===== src/hw/rtl/assert_macros.svh =====
// ----------------------------------------------------------------------------
// Assertion macros
// Clocked concurrent assertion helpers, compiled out under SYNTH.
// ----------------------------------------------------------------------------
`ifndef ASSERT_MACROS_SVH
`define ASSERT_MACROS_SVH

`ifndef SYNTH
`define OOK_ASSERT(lbl, prop, msg) \
    lbl: assert property (@(posedge i_clk) disable iff (!i_rst_n) prop) else $error(msg);
`define OOK_ASSERT_NEVER(lbl, cond, msg) \
    lbl: assert property (@(posedge i_clk) disable iff (!i_rst_n) !(cond)) else $error(msg);
`else
`define OOK_ASSERT(lbl, prop, msg)
`define OOK_ASSERT_NEVER(lbl, cond, msg)
`endif

`endif


===== src/hw/rtl/ookpf_pkg.sv =====
// ----------------------------------------------------------------------------
// ookpf_pkg
// Shared types, codes and helper functions of the OOK packet framer.
// ----------------------------------------------------------------------------
package ookpf_pkg;

    localparam logic [7:0] MAX_PAYLOAD = 8'd255;

    localparam logic [15:0] CRC_POLY_REFL = 16'hA001;
    localparam logic [15:0] CRC_XOROUT    = 16'hFFFF;

    localparam logic [15:0] RST_PREAMBLE    = 16'h5AA5;
    localparam logic [7:0]  RST_TRAIN_BYTE  = 8'h55;
    localparam logic [3:0]  RST_TRAIN_COUNT = 4'd4;

    localparam logic [1:0] REG_PREAMBLE    = 2'd0;
    localparam logic [1:0] REG_TRAIN_BYTE  = 2'd1;
    localparam logic [1:0] REG_TRAIN_COUNT = 2'd2;

    localparam logic [2:0] KIND_TRAIN = 3'd0;
    localparam logic [2:0] KIND_PRE   = 3'd1;
    localparam logic [2:0] KIND_LEN   = 3'd2;
    localparam logic [2:0] KIND_DATA  = 3'd3;
    localparam logic [2:0] KIND_CRC   = 3'd4;

    localparam logic [1:0] STAT_OK      = 2'd0;
    localparam logic [1:0] STAT_ABANDON = 2'd1;
    localparam logic [1:0] STAT_NO_PKT  = 2'd2;

    localparam logic OP_START = 1'b0;
    localparam logic OP_DATA  = 1'b1;

    localparam int CMD_FIFO_DEPTH = 4;
    localparam int CMD_PTR_W      = $clog2(CMD_FIFO_DEPTH);
    localparam int CMD_CNT_W      = $clog2(CMD_FIFO_DEPTH + 1);

    typedef enum logic [1:0] {
        CMD_START,
        CMD_DATA,
        CMD_NOPKT
    } t_cmd_kind;

    typedef struct packed {
        t_cmd_kind  kind;
        logic [1:0] status;
        logic [7:0] data;
        logic       last;
    } t_cmd;

    typedef enum logic [3:0] {
        S_IDLE,
        S_TRAIN,
        S_PRE_HI,
        S_PRE_LO,
        S_LEN,
        S_DATA,
        S_CRC_HI,
        S_CRC_LO,
        S_NOPKT
    } t_back_state;

    typedef struct packed {
        logic [15:0] preamble;
        logic [7:0]  train_byte;
        logic [3:0]  train_count;
    } t_cfg;

    function automatic logic [15:0] chips_of(input logic [7:0] b);
        logic [15:0] w;
        w = '0;
        for (int i = 0; i < 8; i++) begin
            w[2*i +: 2] = b[i] ? 2'b01 : 2'b10;
        end
        return w;
    endfunction

    function automatic logic [15:0] crc_byte(input logic [15:0] crc, input logic [7:0] b);
        logic [15:0] c;
        c = crc ^ {8'h00, b};
        for (int i = 0; i < 8; i++) begin
            if (c[0]) begin
                c = (c >> 1) ^ CRC_POLY_REFL;
            end else begin
                c = c >> 1;
            end
        end
        return c;
    endfunction

endpackage


===== src/hw/rtl/ookpf_front.sv =====
// ----------------------------------------------------------------------------
// ookpf_front
// Accepts input transactions, tracks the open packet and issues commands.
// ----------------------------------------------------------------------------
module ookpf_front (
    input  logic              i_clk,
    input  logic              i_rst_n,
    input  logic              i_valid,
    output logic              o_ready,
    input  logic              i_opcode,
    input  logic [7:0]        i_length,
    input  logic [7:0]        i_byte,
    input  logic              i_full,
    output logic              o_push,
    output ookpf_pkg::t_cmd   o_cmd
);

    logic       r_open;
    logic       n_open;
    logic [7:0] r_remaining;
    logic [7:0] n_remaining;
    logic [7:0] len_sat;

    assign o_ready = !i_full;
    assign o_push  = i_valid && !i_full;
    assign len_sat = (i_length > ookpf_pkg::MAX_PAYLOAD) ? ookpf_pkg::MAX_PAYLOAD : i_length;

    always_comb begin
        n_open      = r_open;
        n_remaining = r_remaining;
        o_cmd       = '{kind: ookpf_pkg::CMD_NOPKT, status: ookpf_pkg::STAT_NO_PKT,
                        data: 8'h00, last: 1'b0};
        if (i_opcode == ookpf_pkg::OP_START) begin
            o_cmd.kind   = ookpf_pkg::CMD_START;
            o_cmd.status = r_open ? ookpf_pkg::STAT_ABANDON : ookpf_pkg::STAT_OK;
            o_cmd.data   = len_sat;
            o_cmd.last   = (len_sat == 8'd0);
            n_open       = (len_sat != 8'd0);
            n_remaining  = len_sat;
        end else if (r_open) begin
            o_cmd.kind   = ookpf_pkg::CMD_DATA;
            o_cmd.status = ookpf_pkg::STAT_OK;
            o_cmd.data   = i_byte;
            o_cmd.last   = (r_remaining == 8'd1);
            n_open       = (r_remaining != 8'd1);
            n_remaining  = r_remaining - 8'd1;
        end
    end

    always_ff @(posedge i_clk) begin
        if (!i_rst_n) begin
            r_open      <= 1'b0;
            r_remaining <= 8'd0;
        end else if (o_push) begin
            r_open      <= n_open;
            r_remaining <= n_remaining;
        end
    end

endmodule


===== src/hw/rtl/ookpf_cmd_fifo.sv =====
// ----------------------------------------------------------------------------
// ookpf_cmd_fifo
// Short command queue between the front and back parts.
// ----------------------------------------------------------------------------
module ookpf_cmd_fifo (
    input  logic              i_clk,
    input  logic              i_rst_n,
    input  logic              i_push,
    input  ookpf_pkg::t_cmd   i_cmd,
    output logic              o_full,
    output logic              o_valid,
    output ookpf_pkg::t_cmd   o_cmd,
    input  logic              i_pop
);

    ookpf_pkg::t_cmd                      r_mem [ookpf_pkg::CMD_FIFO_DEPTH];
    logic [ookpf_pkg::CMD_PTR_W-1:0]      r_wr_ptr;
    logic [ookpf_pkg::CMD_PTR_W-1:0]      r_rd_ptr;
    logic [ookpf_pkg::CMD_CNT_W-1:0]      r_count;
    logic                                 do_pop;

    assign o_full  = (r_count == ookpf_pkg::CMD_CNT_W'(ookpf_pkg::CMD_FIFO_DEPTH));
    assign o_valid = (r_count != '0);
    assign o_cmd   = r_mem[r_rd_ptr];
    assign do_pop  = i_pop && o_valid;

    always_ff @(posedge i_clk) begin
        if (i_push) begin
            r_mem[r_wr_ptr] <= i_cmd;
        end
    end

    always_ff @(posedge i_clk) begin
        if (!i_rst_n) begin
            r_wr_ptr <= '0;
            r_rd_ptr <= '0;
            r_count  <= '0;
        end else begin
            if (i_push) begin
                r_wr_ptr <= r_wr_ptr + 1'b1;
            end
            if (do_pop) begin
                r_rd_ptr <= r_rd_ptr + 1'b1;
            end
            case ({i_push, do_pop})
                2'b10:   r_count <= r_count + 1'b1;
                2'b01:   r_count <= r_count - 1'b1;
                default: r_count <= r_count;
            endcase
        end
    end

endmodule


===== src/hw/rtl/ookpf_back.sv =====
// ----------------------------------------------------------------------------
// ookpf_back
// Expands commands into packet bytes, runs the CRC and Manchester codes them.
// ----------------------------------------------------------------------------
`include "assert_macros.svh"

module ookpf_back (
    input  logic              i_clk,
    input  logic              i_rst_n,
    input  ookpf_pkg::t_cfg   i_cfg,
    input  logic              i_cmd_valid,
    input  ookpf_pkg::t_cmd   i_cmd,
    output logic              o_pop,
    output logic              o_valid,
    input  logic              i_ready,
    output logic [15:0]       o_chip_word,
    output logic [7:0]        o_coded_byte,
    output logic [2:0]        o_byte_kind,
    output logic [1:0]        o_status,
    output logic              o_last,
    output logic              o_eop
);

    ookpf_pkg::t_back_state r_state;
    ookpf_pkg::t_back_state n_state;
    ookpf_pkg::t_cmd        r_cmd;
    logic [3:0]             r_train_cnt;
    logic [15:0]            r_crc;
    logic [15:0]            crc_x;
    logic                   emit;
    logic                   done_cmd;

    logic [7:0]             e_byte;
    logic [2:0]             e_kind;
    logic                   e_last;
    logic                   e_eop;
    logic                   e_track;
    logic [15:0]            e_crc_base;

    logic                   r_out_valid;
    logic [15:0]            r_chip;
    logic [7:0]             r_byte;
    logic [2:0]             r_kind;
    logic [1:0]             r_status;
    logic                   r_last;
    logic                   r_eop;

    function automatic ookpf_pkg::t_back_state first_state(input ookpf_pkg::t_cmd c,
                                                           input logic [3:0] tcount);
        ookpf_pkg::t_back_state s;
        case (c.kind)
            ookpf_pkg::CMD_START: s = (tcount != 4'd0) ? ookpf_pkg::S_TRAIN
                                                       : ookpf_pkg::S_PRE_HI;
            ookpf_pkg::CMD_DATA:  s = ookpf_pkg::S_DATA;
            default:              s = ookpf_pkg::S_NOPKT;
        endcase
        return s;
    endfunction

    assign crc_x    = r_crc ^ ookpf_pkg::CRC_XOROUT;
    assign emit     = (r_state != ookpf_pkg::S_IDLE) && (!r_out_valid || i_ready);
    assign o_pop    = i_cmd_valid && ((r_state == ookpf_pkg::S_IDLE) || done_cmd);
    assign done_cmd = emit && e_last;

    // next state
    always_comb begin
        n_state = r_state;
        if (o_pop) begin
            n_state = first_state(i_cmd, i_cfg.train_count);
        end else if (done_cmd) begin
            n_state = ookpf_pkg::S_IDLE;
        end else if (emit) begin
            case (r_state)
                ookpf_pkg::S_TRAIN: begin
                    if (r_train_cnt + 4'd1 == i_cfg.train_count) begin
                        n_state = ookpf_pkg::S_PRE_HI;
                    end
                end
                ookpf_pkg::S_PRE_HI: n_state = ookpf_pkg::S_PRE_LO;
                ookpf_pkg::S_PRE_LO: n_state = ookpf_pkg::S_LEN;
                ookpf_pkg::S_LEN:    n_state = ookpf_pkg::S_CRC_HI;
                ookpf_pkg::S_DATA:   n_state = ookpf_pkg::S_CRC_HI;
                ookpf_pkg::S_CRC_HI: n_state = ookpf_pkg::S_CRC_LO;
                default:             n_state = ookpf_pkg::S_IDLE;
            endcase
        end
    end

    // emitted byte
    always_comb begin
        e_byte     = 8'h00;
        e_kind     = ookpf_pkg::KIND_DATA;
        e_last     = 1'b0;
        e_eop      = 1'b0;
        e_track    = 1'b0;
        e_crc_base = r_crc;
        case (r_state)
            ookpf_pkg::S_TRAIN: begin
                e_byte = i_cfg.train_byte;
                e_kind = ookpf_pkg::KIND_TRAIN;
            end
            ookpf_pkg::S_PRE_HI: begin
                e_byte     = i_cfg.preamble[15:8];
                e_kind     = ookpf_pkg::KIND_PRE;
                e_track    = 1'b1;
                e_crc_base = 16'h0000;
            end
            ookpf_pkg::S_PRE_LO: begin
                e_byte  = i_cfg.preamble[7:0];
                e_kind  = ookpf_pkg::KIND_PRE;
                e_track = 1'b1;
            end
            ookpf_pkg::S_LEN: begin
                e_byte  = r_cmd.data;
                e_kind  = ookpf_pkg::KIND_LEN;
                e_track = 1'b1;
                e_last  = !r_cmd.last;
            end
            ookpf_pkg::S_DATA: begin
                e_byte  = r_cmd.data;
                e_kind  = ookpf_pkg::KIND_DATA;
                e_track = 1'b1;
                e_last  = !r_cmd.last;
            end
            ookpf_pkg::S_CRC_HI: begin
                e_byte = crc_x[15:8];
                e_kind = ookpf_pkg::KIND_CRC;
            end
            ookpf_pkg::S_CRC_LO: begin
                e_byte = crc_x[7:0];
                e_kind = ookpf_pkg::KIND_CRC;
                e_last = 1'b1;
                e_eop  = 1'b1;
            end
            ookpf_pkg::S_NOPKT: begin
                e_last = 1'b1;
            end
            default: begin
                e_byte = 8'h00;
            end
        endcase
    end

    always_ff @(posedge i_clk) begin
        if (!i_rst_n) begin
            r_state     <= ookpf_pkg::S_IDLE;
            r_train_cnt <= 4'd0;
            r_crc       <= 16'h0000;
            r_out_valid <= 1'b0;
        end else begin
            r_state <= n_state;
            if (o_pop) begin
                r_train_cnt <= 4'd0;
            end else if (emit && r_state == ookpf_pkg::S_TRAIN) begin
                r_train_cnt <= r_train_cnt + 4'd1;
            end
            if (emit && e_track) begin
                r_crc <= ookpf_pkg::crc_byte(e_crc_base, e_byte);
            end
            if (emit) begin
                r_out_valid <= 1'b1;
            end else if (i_ready) begin
                r_out_valid <= 1'b0;
            end
        end
    end

    always_ff @(posedge i_clk) begin
        if (o_pop) begin
            r_cmd <= i_cmd;
        end
        if (emit) begin
            r_chip   <= (r_state == ookpf_pkg::S_NOPKT) ? 16'h0000 : ookpf_pkg::chips_of(e_byte);
            r_byte   <= e_byte;
            r_kind   <= e_kind;
            r_status <= r_cmd.status;
            r_last   <= e_last;
            r_eop    <= e_eop;
        end
    end

    assign o_valid      = r_out_valid;
    assign o_chip_word  = r_chip;
    assign o_coded_byte = r_byte;
    assign o_byte_kind  = r_kind;
    assign o_status     = r_status;
    assign o_last       = r_last;
    assign o_eop        = r_eop;

    `OOK_ASSERT(a_eop_is_last, (r_out_valid && r_eop) |-> r_last, "end of packet without tlast")
    `OOK_ASSERT(a_crc_pair, (emit && r_state == ookpf_pkg::S_CRC_HI) |=> (r_state == ookpf_pkg::S_CRC_LO), "CRC high byte not followed by low byte")
    `OOK_ASSERT(a_hdr_from_start, (r_state == ookpf_pkg::S_TRAIN || r_state == ookpf_pkg::S_PRE_HI || r_state == ookpf_pkg::S_PRE_LO || r_state == ookpf_pkg::S_LEN) |-> (r_cmd.kind == ookpf_pkg::CMD_START), "header byte outside a start command")

endmodule


===== src/hw/rtl/ook_packet_framer_manchester.sv =====
// ----------------------------------------------------------------------------
// ook_packet_framer_manchester
// OOK packet framer: header, payload and CRC-16/MAXIM, Manchester coded.
// ----------------------------------------------------------------------------
// Channel  Dir  Payload
// s_*      in   tuser[0] opcode; tdata[7:0] length, [15:8] payload byte
// m_*      out  tdata[15:0] chips, [23:16] byte; tuser kind/status/eop; tlast
// cfg_*    in   index 0 preamble, 1 training byte, 2 training count
//
// One output byte per cycle when the output is not stalled; a start item
// gives training_count + 3 bytes (+2 with zero length), a payload item 1 or 3.
// The back sequencer sets the rate; a command queue of four decouples the
// input side. Synchronous active-low reset; no clearing pass after reset.
// ----------------------------------------------------------------------------
module ook_packet_framer_manchester (
    input  logic        i_clk,
    input  logic        i_rst_n,
    input  logic        i_s_tvalid,
    output logic        o_s_tready,
    input  logic [15:0] i_s_tdata,   // payload_length, payload_byte
    input  logic [0:0]  i_s_tuser,   // opcode
    output logic        o_m_tvalid,
    input  logic        i_m_tready,
    output logic [23:0] o_m_tdata,   // chip_word, coded_byte
    output logic [5:0]  o_m_tuser,   // byte_kind, status, end_of_packet
    output logic        o_m_tlast,
    input  logic        i_cfg_valid,
    output logic        o_cfg_ready,
    input  logic [1:0]  i_cfg_index,
    input  logic [15:0] i_cfg_data
);

    ookpf_pkg::t_cfg  r_cfg;
    ookpf_pkg::t_cmd  push_cmd;
    ookpf_pkg::t_cmd  head_cmd;
    logic             push;
    logic             full;
    logic             head_valid;
    logic             pop;
    logic [15:0]      chip_word;
    logic [7:0]       coded_byte;
    logic [2:0]       byte_kind;
    logic [1:0]       status;
    logic             eop;

    assign o_cfg_ready = 1'b1;

    always_ff @(posedge i_clk) begin
        if (!i_rst_n) begin
            r_cfg.preamble    <= ookpf_pkg::RST_PREAMBLE;
            r_cfg.train_byte  <= ookpf_pkg::RST_TRAIN_BYTE;
            r_cfg.train_count <= ookpf_pkg::RST_TRAIN_COUNT;
        end else if (i_cfg_valid) begin
            case (i_cfg_index)
                ookpf_pkg::REG_PREAMBLE:    r_cfg.preamble    <= i_cfg_data;
                ookpf_pkg::REG_TRAIN_BYTE:  r_cfg.train_byte  <= i_cfg_data[7:0];
                ookpf_pkg::REG_TRAIN_COUNT: r_cfg.train_count <= i_cfg_data[3:0];
                default:                    r_cfg             <= r_cfg;
            endcase
        end
    end

    ookpf_front u_front (
        .i_clk    (i_clk),
        .i_rst_n  (i_rst_n),
        .i_valid  (i_s_tvalid),
        .o_ready  (o_s_tready),
        .i_opcode (i_s_tuser[0]),
        .i_length (i_s_tdata[7:0]),
        .i_byte   (i_s_tdata[15:8]),
        .i_full   (full),
        .o_push   (push),
        .o_cmd    (push_cmd)
    );

    ookpf_cmd_fifo u_fifo (
        .i_clk   (i_clk),
        .i_rst_n (i_rst_n),
        .i_push  (push),
        .i_cmd   (push_cmd),
        .o_full  (full),
        .o_valid (head_valid),
        .o_cmd   (head_cmd),
        .i_pop   (pop)
    );

    ookpf_back u_back (
        .i_clk        (i_clk),
        .i_rst_n      (i_rst_n),
        .i_cfg        (r_cfg),
        .i_cmd_valid  (head_valid),
        .i_cmd        (head_cmd),
        .o_pop        (pop),
        .o_valid      (o_m_tvalid),
        .i_ready      (i_m_tready),
        .o_chip_word  (chip_word),
        .o_coded_byte (coded_byte),
        .o_byte_kind  (byte_kind),
        .o_status     (status),
        .o_last       (o_m_tlast),
        .o_eop        (eop)
    );

    assign o_m_tdata = {coded_byte, chip_word};
    assign o_m_tuser = {eop, status, byte_kind};

endmodule

===== config.mk =====
export PLATFORM = sky130hd
export DESIGN_NAME = ook_packet_framer_manchester
export DESIGN_NICKNAME = d
export VERILOG_FILES = /design/src/hw/rtl/ookpf_pkg.sv /design/src/hw/rtl/ookpf_front.sv /design/src/hw/rtl/ookpf_cmd_fifo.sv /design/src/hw/rtl/ookpf_back.sv /design/src/hw/rtl/ook_packet_framer_manchester.sv
export VERILOG_INCLUDE_DIRS = /design/src /design/src/hw/rtl
export SDC_FILE = /design/constraint.sdc
export NUM_CORES = 1
export LEC_CHECK = 0
export BUFFER_PORTS_ARGS = -buffer_cell sky130_fd_sc_hd__buf_2
export CAP_MARGIN = 10
export CORE_MARGIN = 8
export CORE_UTILIZATION = 63
export DETAILED_ROUTE_END_ITERATION = 8
export GPL_ROUTABILITY_DRIVEN = 0
export PLACE_DENSITY = 0.84
export RECOVER_POWER = 100
export SYNTH_ARGS = -nofsm -noshare
export SYNTH_HDL_FRONTEND = slang
export SYNTH_SLANG_ARGS = --single-unit

===== constraint.sdc =====
create_clock -name i_clk -period 6.9 [get_ports i_clk]
set_input_delay 0 -clock i_clk [delete_from_list [all_inputs] [get_ports i_clk]]
set_output_delay 0 -clock i_clk [all_outputs]
set_load 0.005 [all_outputs]

* Yosys cells after proc, flatten, opt, wreduce, memory -nomap -nowiden *
Memories as Yosys holds them, arrays and structs flattened. A register that Yosys moved wholly into a read port is not among the register bits.
Cells that the tools add are included.

cells by class
  add/subtract/negate cells = 6
  $lt $le $gt $ge = 1
  eq/ne operators = 19
  muxes and demuxes = 58
  bitwise logic cells = 11
  reduce and logical (&&, ||, !) cells = 34

operators with widths
  cell                   count
  $mux W16               23
  $pmux W8 S6            1
  $mux W13               2
  $mux W8                3
  $not A2 Y3             8
  $mux W2                11
  $pmux W4 S5            1
  $eq A4 B3 Y1 const B   4
  $mux W4                4
  $not A16 Y16           1
  $xor A16 B8 Y16        1
  $pmux W3 S4            1
  $reduce_and A2 Y1      5
  $reduce_or A2 Y1       5
  $mux W1                9
  $eq A4 B2 Y1 const B   2
  $eq A8 B1 Y1 const B   1
  $gt A8 B8 Y1 const B   1
  $logic_not A8 Y1       1
  $ne A8 B1 Y1 const B   1
  $pmux W4 S2            1
  $reduce_bool A4 Y1     2
  $reduce_bool A8 Y1     1
  $sub A8 B1 Y8 const B  1
  other kinds (23)       39

storage, ports and cells
  register bits = 111
  bits in writable memories = 52
  word-level logic and storage cells = 151
  memories = 1

memory list
  memory        words  width  rd ports  clocked after Yosys merged registers in  write ports  line                  text
  u_fifo.r_mem  4      13     1         1                                        1            ookpf_cmd_fifo.sv:16  ookpf_pkg::t_cmd r_mem [ookpf_pkg::CMD_FIFO_DEPTH];

* Depth between registers and ports, before layout *
Gate-level depths: netlist (run 1).

  depth after elaboration = 34
  mapped depth = 13

* By module *
A second synthesis (run 1) with hierarchy kept.

second synthesis, totals
  cell total of the unflattened synthesis = 654
  area total of the unflattened synthesis = 7812.5 sq um

by module, submodules not included
  module                        times used  cells each  area an instance (sq um)  seq. area each (sq um)
  ookpf_back                    1           322         3492.1                    1761.7
  ookpf_cmd_fifo                1           114         2354.8                    1741.7
  ook_packet_framer_manchester  1           122         1222.4                    560.5
  ookpf_front                   1           96          743.2                     180.2

* Worst setup path before layout (run 1) *
OpenSTA, ideal clock, no wires.

  path kind = flip-flop to flip-flop
  start = reg u_back.r_state[3]
  end = reg u_back.r_state[0]
  library setup time = 0.119 ns
  arrival = 3.213 ns
  data required time = 6.781 ns
  slack = 3.568 ns
  stages on the path, launching flop included = 10
  path buffers = 3
  clock period less this slack = 3.332 ns
  cells stage by stage = dfxtp_1 -> buf_4 -> clkbuf_1 -> clkbuf_1 -> nor4_1 -> nor2_1 -> a21oi_1 -> a21oi_1 -> o21ai_0 -> o221a_2

on the way
  elaborated cells between the ends (all ways) = 24
  classes of those cells = eq/ne (9); mux (5); reduce/logical (10)

RTL lines
  item                                                                 line               text
  from (decl)                                                          ookpf_back.sv:24   ookpf_pkg::t_back_state r_state;
  from (signal assigned)                                               ookpf_back.sv:146  r_state <= ookpf_pkg::S_IDLE;
  from (signal assigned)                                               ookpf_back.sv:151  r_state <= n_state;
  $reduce_bool A4 Y1 (*)                                               ookpf_back.sv:61   assign emit = (r_state != ookpf_pkg::S_IDLE) && (!r_out_valid || i_ready);
  $logic_and A1 B1 Y1 (*)                                              ookpf_back.sv:61
  named net u_back.emit                                                ookpf_back.sv:30   logic emit;
  $logic_and A1 B1 Y1                                                  ookpf_back.sv:63   assign done_cmd = emit && e_last;
  $logic_or A1 B1 Y1                                                   ookpf_back.sv:62   assign o_pop = i_cmd_valid && ((r_state == ookpf_pkg::S_IDLE) || done_cmd);
  $logic_and A1 B1 Y1                                                  ookpf_back.sv:62
  $ne A4 B2 Y1 (no source line) or $reduce_bool A3 Y1 (tied branches)  --
  $reduce_and A2 Y1 (no source line)                                   --

Mark *: on every way through the listed nets, which the timed path passes. The rest lies on a longest branch. The select of a mux whose other input is x is not followed.
A chain may end at the register's enable or synchronous reset.

* Worst setup path after layout (run 1) *
  start = reg u_back.r_state[2]
  end = reg u_fifo.r_count[2] (netlist bit)

on the way
  cells in the longest elaborated chain, start to end = 9
  elaborated cells between the ends (all ways) = 18
  classes of those cells = eq/ne (6); mux (2); reduce/logical (10)

RTL lines
  item                                               line                                text
  $eq A4 B3 Y1 or $eq A4 B4 Y1 (tied branches)       ookpf_back.sv:97                    case (r_state)
  $reduce_or A2 Y1 (no source line)                  --
  $pmux W1 S2                                        ookpf_back.sv:97
  $logic_and A1 B1 Y1                                ookpf_back.sv:63
  $logic_or A1 B1 Y1 (*)                             ookpf_back.sv:62
  $logic_and A1 B1 Y1 (*)                            ookpf_back.sv:62
  named net pop                                      ook_packet_framer_manchester.sv:39  logic pop;
  $logic_and A1 B1 Y1 (*)                            ookpf_cmd_fifo.sv:25                assign do_pop = i_pop && o_valid;
  $eq A2 B1 Y1 or $eq A2 B2 Y1 (tied branches)       ookpf_cmd_fifo.sv:45                case ({i_push, do_pop})
  $pmux W3 S2 or $reduce_bool A2 Y1 (tied branches)  --
  to (signal assigned)                               ookpf_cmd_fifo.sv:46                2'b10: r_count <= r_count + 1'b1;
  to (signal assigned)                               ookpf_cmd_fifo.sv:47                2'b01: r_count <= r_count - 1'b1;
  to (signal assigned)                               ookpf_cmd_fifo.sv:48                default: r_count <= r_count;
  to (decl)                                          ookpf_cmd_fifo.sv:19                logic [ookpf_pkg::CMD_CNT_W-1:0] r_count;

Mark *: on every way through the listed nets, which the timed path passes. The rest lies on a longest branch.

==> impl_metrics.py, run 1 <==
metrics = {
    "timing": {
        "layout_min_cycle_time_ns": 4.00,
        "relSlewSlack": -0.152,
        "grt_setup_unrepaired": "false",
        "fmax_mhz": 250,
        "tightest_slew_ns": 1.73,
        "setup-tns-final_ns": 0,
        "fin_skew_ns": 0.00758,
        "finalCritPeriodShare": 0.580,
        "hold_viol_final": 0,
        "report.final.slew_viol_count": 65,
        "setup_violations": 0,
    },
    "finish": {
        "drive_above_1_share": 0.150,
        "multiInputGateArea_um2": 2820,
        "final_core_util": 0.760,
        "seq_area_um2": 4120,
        "finalInstanceArea_um2": 8600,
        "nFillCells": 673,
        "diodes": 0,
        "final_nets": 768,
        "area_growth_pct": 18.3,
    },
    "global_routing": {
        "grt-ovfl-total": 0,
        "grt_antenna_before_repair": 0,
        "grt_pass1_wl_mm": 27.3,
        "grt_pass1_vias": 5475,
        "grt_max_degree": 33,
        "grt_usage": 0.236,
    },
    "route": {
        "drc": 0,
        "drtIter0Drc": 489,
        "via_per_inst": 6.15,
        "ant_nets": 0,
        "vias": 5377,
        "dr.pass1.iters": 5,
        "routedWlPerCell_um": 19.7,
        "totalWireLength_mm": 17.2,
    },
    "clock_tree": {
        "cts_resized": 0,
        "clock-sinks": 161,
        "cts_root_buf": "clkbuf_16",
        "numCtsBuffers": 17,
        "clk_pin_slew_ns": 0.06,
        "cts_setup_buffers": 0,
        "htreeDepth": 4,
        "insertion_delay_ns": 0.43,
        "clk_path_buf_depth": 2,
        "cts_tree": "built",
        "cts_hold_buf": 41,
    },
    "placement": {
        "placed_cell_area_um2": 7600,
        "io_buffers": 72,
        "hpwl_mm": 11.0,
    },
    "critical_path": {
        "slowest_delay_ns": 0.94,
        "crit_buf_inv": 1,
        "crit_family": "compound AO/OA/AOI/OAI gates",
        "worstPathMaxFanout": 28,
        "worst_path_most_repeated_cell": "a21oi_1",
        "worstSetupStartpointType": "flop",
        "end_kind": "flop",
        "crit_required_ns": 7.23,
        "path_class": "flop to flop",
        "worstPathArrival_ns": 4.33,
        "path_cells": "nand2b_1 > nor2_1 > o21ai_0 > a21oi_1 > o21a_1 > ha_1 > inv_1 > fa_1 > xor2_1 > or3_1 > a21oi_1",
        "worst_path_max_delay_cell": "dfxtp_1",
    },
    "hold_path": {
        "hold_path.class": "input pin to flop",
    },
    "die": {
        "rows": 39,
        "die_x_um": 123,
        "start_util": 0.642,
        "ios": 74,
        "die_y_um": 123,
        "core_um2": 11300,
        "dieArea_um2": 15200,
    },
    "logic_synthesis": {
        "synth-edff-count": 90,
        "netlist_area_um2": 7270,
        "ys.flop_type": "edfxtp_1",
        "yosysSeqAreaShare": 0.567,
        "synth_area_per_cell_um2": 11.7,
        "syn_nets": 671,
        "synth.distinct_cells": 77,
        "ys_seq_elements": 161,
        "netlist_instances": 622,
        "synthArstFlopShare": 0,
        "synth_warnings": 0,
    },
    "outcome": {
        "violations": "capacitance limit, slew limit",
        "status": "finished, violations left",
    },
    "power_and_ir_drop": {
        "p_leak_uw": 0.00321,
        "p_per_area_nw_per_um2": 456,
        "ir_drop_mv": 0.281,
    },
    "run": {
        "maxCapViolations": 2,
    },
}
-- final cells by class --
type | instances | share of cell area
multi-input combinational | 410 | 0.327
sequential | 161 | 0.479
timing repair buffer | 116 | 0.0883
clock buffer | 19 | 0.0515
tap | 143 | 0.0208
clock inverter | 13 | 0.0269
inverter | 13 | 0.00567
-- metrics by stage --
stage	std cells	total power (uW)	hold slack (ns)	worst slack, ns
after global placement	802	2790	0.208	3.19
final	875	3930	0.0329	2.90
after global routing	875	4100	0.0446	2.61
after detailed placement	802	2870	0.213	2.96
after floorplan	622	2550	0.122	3.57
after CTS	875	3960	0.0196	2.86
-- routing by layer --
layer / part of all wire / GRT usage / up-vias
li1: - / - / 2455
met3: 0.071 / 0.0584 / 62
met4: 0.043 / 0.152 / 0
met2: 0.52 / 0.413 / 261
met1: 0.37 / 0.250 / 2599
met5: 0 / 0 / -
-- final timing paths --
path | slack, ns | depth (start not counted) | start | end
max | 2.90 | 11 | u_back.r_state[2] | u_fifo.r_count[2]
min | 0.03 | 2 | i_s_tdata[5] | u_fifo.r_mem[1][6]
max reg2reg | 2.90 | 11 | u_back.r_state[2] | u_fifo.r_count[2]
min reg2reg | 0.43 | 0 | u_back.r_cmd[10] | u_back.o_status[1]
-- power breakdown --
part / internal [uW] / switching [uW]
logic: 596 / 735
clock network: 689 / 379
registers: 1350 / 178
-- synth_stat cells, types with 13 or more instances --
cell type	instances	share of area
nor2_1	55	0.028
a21oi_1	37	0.025
xor2_1	14	0.017
xnor2_1	18	0.022
clkbuf_1	19	0.0098
mux2i_1	19	0.026
nand3_1	21	0.014
o21ai_0	17	0.012
inv_1	13	0.0067
nand2_1	73	0.038
edfxtp_1	90	0.37
dfxtp_1	71	0.20
-- sequential cells by signal, indices dropped and copies added (netlist names), 3 cells and up, named ones only --
register / count
u_back.o_byte_kind: 3
u_back.r_state: 4
u_back.r_cmd: 11
u_back.r_train_cnt: 4
u_fifo.r_count: 3
u_fifo.r_mem: 48
u_back.o_coded_byte: 8
u_front.r_remaining: 8
u_back.r_crc: 16
r_cfg: 28
u_back.o_chip_word: 16
-- cells by family (layout without fill, tap and decap cells) --
| kind of cell | after synthesis | after routing | synth area share |
|---|---|---|---|
| compound gates | 111 | 111 | 0.103 |
| xor+xnor | 38 | 38 | 0.0573 |
| fa+ha+maj | 9 | 9 | 0.0165 |
| buf+inv | 51 | 161 | 0.0394 |
| flops | 161 | 161 | 0.567 |
| mux | 33 | 33 | 0.0680 |
| other cells | 1 | 1 | 0.000516 |
| simple gates | 218 | 218 | 0.149 |
-- cell usage in the layout (no fill, tap or decap), types with 8 or more instances in the layout --
cell type | netlist | final
nor2_1 | 55 | 54
clkbuf_1 | 19 | 24
nand3_1 | 21 | 21
clkbuf_16 | 0 | 17
mux4_2 | 12 | 12
nor3b_1 | 7 | 8
dfxtp_1 | 71 | 71
edfxtp_1 | 90 | 90
a211oi_1 | 10 | 10
dlygate4sd3_1 | 0 | 41
inv_1 | 13 | 13
buf_2 | 2 | 51
a21oi_1 | 37 | 37
nand2b_1 | 10 | 10
nand2_1 | 73 | 73
o21ai_0 | 17 | 19
mux2i_1 | 19 | 19
xor2_1 | 14 | 14
xnor2_1 | 18 | 19
ha_1 | 8 | 8
Power figures use the tool's default switching activity.
==> run 2, diff against run 1 <==
CORE_UTILIZATION = 59   (was 63)
PLACE_DENSITY = 0.8   (was 0.84)
clock period = 4 ns   (was 6.9 ns; I/O delays follow)
==> run 2 against run 1 <==
Net effect:
- the run still ends with capacitance limit, slew limit left
- critical endpoint is now u_back.r_crc[0]
- first-iteration DRC count is 10% lower
- flip-flop and latch count did not move
- sequential power grew 70%
- final area is 0.58% lower
- count of clock-buffer cells in the layout is the same
- critical path depth down 3
- non-clock buffer count rose by 3
- register-to-register slack got worse by 2.3 ns
- die area grew 5.9%
==> impl_metrics.py, run 2 (synthesis results as in run 1) <==
metrics = {
    "critical_path": {
        "crit_buf_inv": 1,
        "worstRegToRegCells": 8,
        "worstPathMaxFanout": 29,
        "crit_family": "XOR/XNOR gates",
        "crit_required_ns": 4.35,
        "worst_path_most_repeated_cell": "xor3_1",
        "path_class": "flop to flop",
        "slowest_delay_ns": 0.91,
        "worstPathArrival_ns": 3.78,
        "worstSetupStartpointType": "flop",
        "end_kind": "flop",
        "cp.depth": 8,
        "path_cells": "inv_1 > a2bb2oi_1 > o221ai_1 > xnor2_1 > xor2_1 > xor3_1 > xor3_1 > a21oi_1",
        "worst_path_max_delay_cell": "dfxtp_1",
    },
    "clock_tree": {
        "cts_root_buf": "clkbuf_16",
        "cts_setup_buffers": 0,
        "htreeDepth": 4,
        "cts_tree": "built",
        "cts_resized": 0,
        "insertion_delay_ns": 0.42,
        "clk_path_buf_depth": 2,
        "clock-sinks": 161,
        "numCtsBuffers": 17,
        "clk_pin_slew_ns": 0.06,
    },
    "timing": {
        "tightest_slew_ns": 1.86,
        "hold_viol_final": 0,
        "report.final.slew_viol_count": 68,
        "fin_skew_ns": 0.00734,
        "grt_setup_unrepaired": "false",
        "relSlewSlack": -0.240,
        "fmax_mhz": 291,
        "finalCritPeriodShare": 0.858,
        "fin_hold_ws_ns": 0.0384,
        "setup_violations": 0,
        "layout_setup_ws_ns": 0.569,
        "setup-tns-final_ns": 0,
        "layout_min_cycle_time_ns": 3.43,
    },
    "route": {
        "ant_nets": 0,
        "routedWlPerCell_um": 18.7,
        "vias": 5172,
        "via_per_inst": 5.86,
        "drtIter0Drc": 438,
        "dr.pass1.iters": 5,
        "totalWireLength_mm": 16.5,
        "drc": 0,
    },
    "finish": {
        "stdcell_count": 882,
        "final_nets": 771,
        "largest_register": "u_fifo.r_mem",
        "final_common_cell": "edfxtp_1",
        "drive_above_1_share": 0.147,
        "final_cell_mix": "edfxtp_1 (90), nand2_1 (73), dfxtp_1 (71), nor2_1 (54), buf_2 (48)",
        "diodes": 0,
        "area_growth_pct": 17.6,
        "reg.largest.list": "u_fifo.r_mem: 48 flops, r_cfg: 28 flops",
        "largest_register_ffs": 48,
    },
    "power_and_ir_drop": {
        "p_leak_uw": 0.00318,
        "total_power_uw": 6540,
        "ir_drop_mv": 0.378,
        "p_per_area_nw_per_um2": 765,
    },
    "global_routing": {
        "grt-ovfl-total": 0,
        "grt_pass1_vias": 5182,
        "grt_antenna_before_repair": 0,
        "grt_usage": 0.211,
        "grt_pass1_wl_mm": 26.6,
        "grt_max_degree": 36,
    },
    "die": {
        "dieArea_um2": 16100,
        "die_y_um": 127,
        "start_util": 0.606,
        "rows": 40,
        "die_x_um": 127,
        "core_um2": 12000,
        "ios": 74,
    },
    "hold_path": {
        "hold_path.class": "input pin to flop",
        "whs_path_depth": 2,
    },
    "placement": {
        "io_buffers": 72,
        "place_ws_ns": 0.683,
        "hpwl_mm": 11.0,
        "dp.cells": 809,
    },
    "outcome": {
        "status": "finished, violations left",
        "violations": "capacitance limit, slew limit",
    },
    "run": {
        "maxCapViolations": 2,
    },
}
## run 2: worst paths after layout
path                          start                 end  slack [ns]
hold / removal         i_s_tdata[7]  u_fifo.r_mem[0][8]        0.04
setup reg to reg  u_back.r_state[1]     u_back.r_crc[0]        0.57
hold reg to reg    u_back.r_cmd[10]  u_back.o_status[1]        0.43
setup / recovery  u_back.r_state[1]     u_back.r_crc[0]        0.57
## run 2: repair_timing
action | 4_1_cts | 5_1_grt
endpoints found under the setup margin | 0 | 0
endpoints found under the hold margin | 61 | 0
hold buffers | 40 | 0
## run 2: worst register-to-register path: cells and delay by family (launching register included)
family	cells	cell delay (ns)
xor gates and xnor gates	4	1.31
AOI/OAI and AO/OA	3	0.80
DFF	1	0.91
buffers and inverters	1	0.35
## run 2: where the power goes
| part | internal [uW] | switching [uW] | leakage [uW] | total, uW |
|---|---|---|---|---|
| Sequential | 2330 | 270 | 0.00143 | 2600 |
| Clock | 968 | 613 | 0.000275 | 1580 |
| Combinational | 1060 | 1300 | 0.00148 | 2360 |
## run 2: area by class of cell
cell class                      count  area, um^2
Clock buffer                       19         433
Clock inverter                     13         144
Fill cell                         833        3460
Inverter                           13        48.8
Multi-Input combinational cell    410        2840
Sequential cell                   161        4120
Tap cell                          147         184
Timing Repair Buffer              119         776
## run 2: stage by stage
stage | utilization | instance area, um^2
2_1_floorplan | - | 7270
3_3_place_gp | 0.635 | 7630
3_5_place_dp | 0.635 | 7630
4_1_cts | 0.717 | 8610
5_1_grt | 0.712 | 8550
6_report | 0.712 | 8550
## run 2: metal layers
layer  routed length (um)  vias up  share of wire  GRT usage
met1                 6640     2440           0.40      0.241
met5                    0        -              0          0
met4                  536        0          0.032      0.106
met2                 8340      229           0.50      0.362
li1                     -     2463              -          -
met3                 1010       40          0.061     0.0516
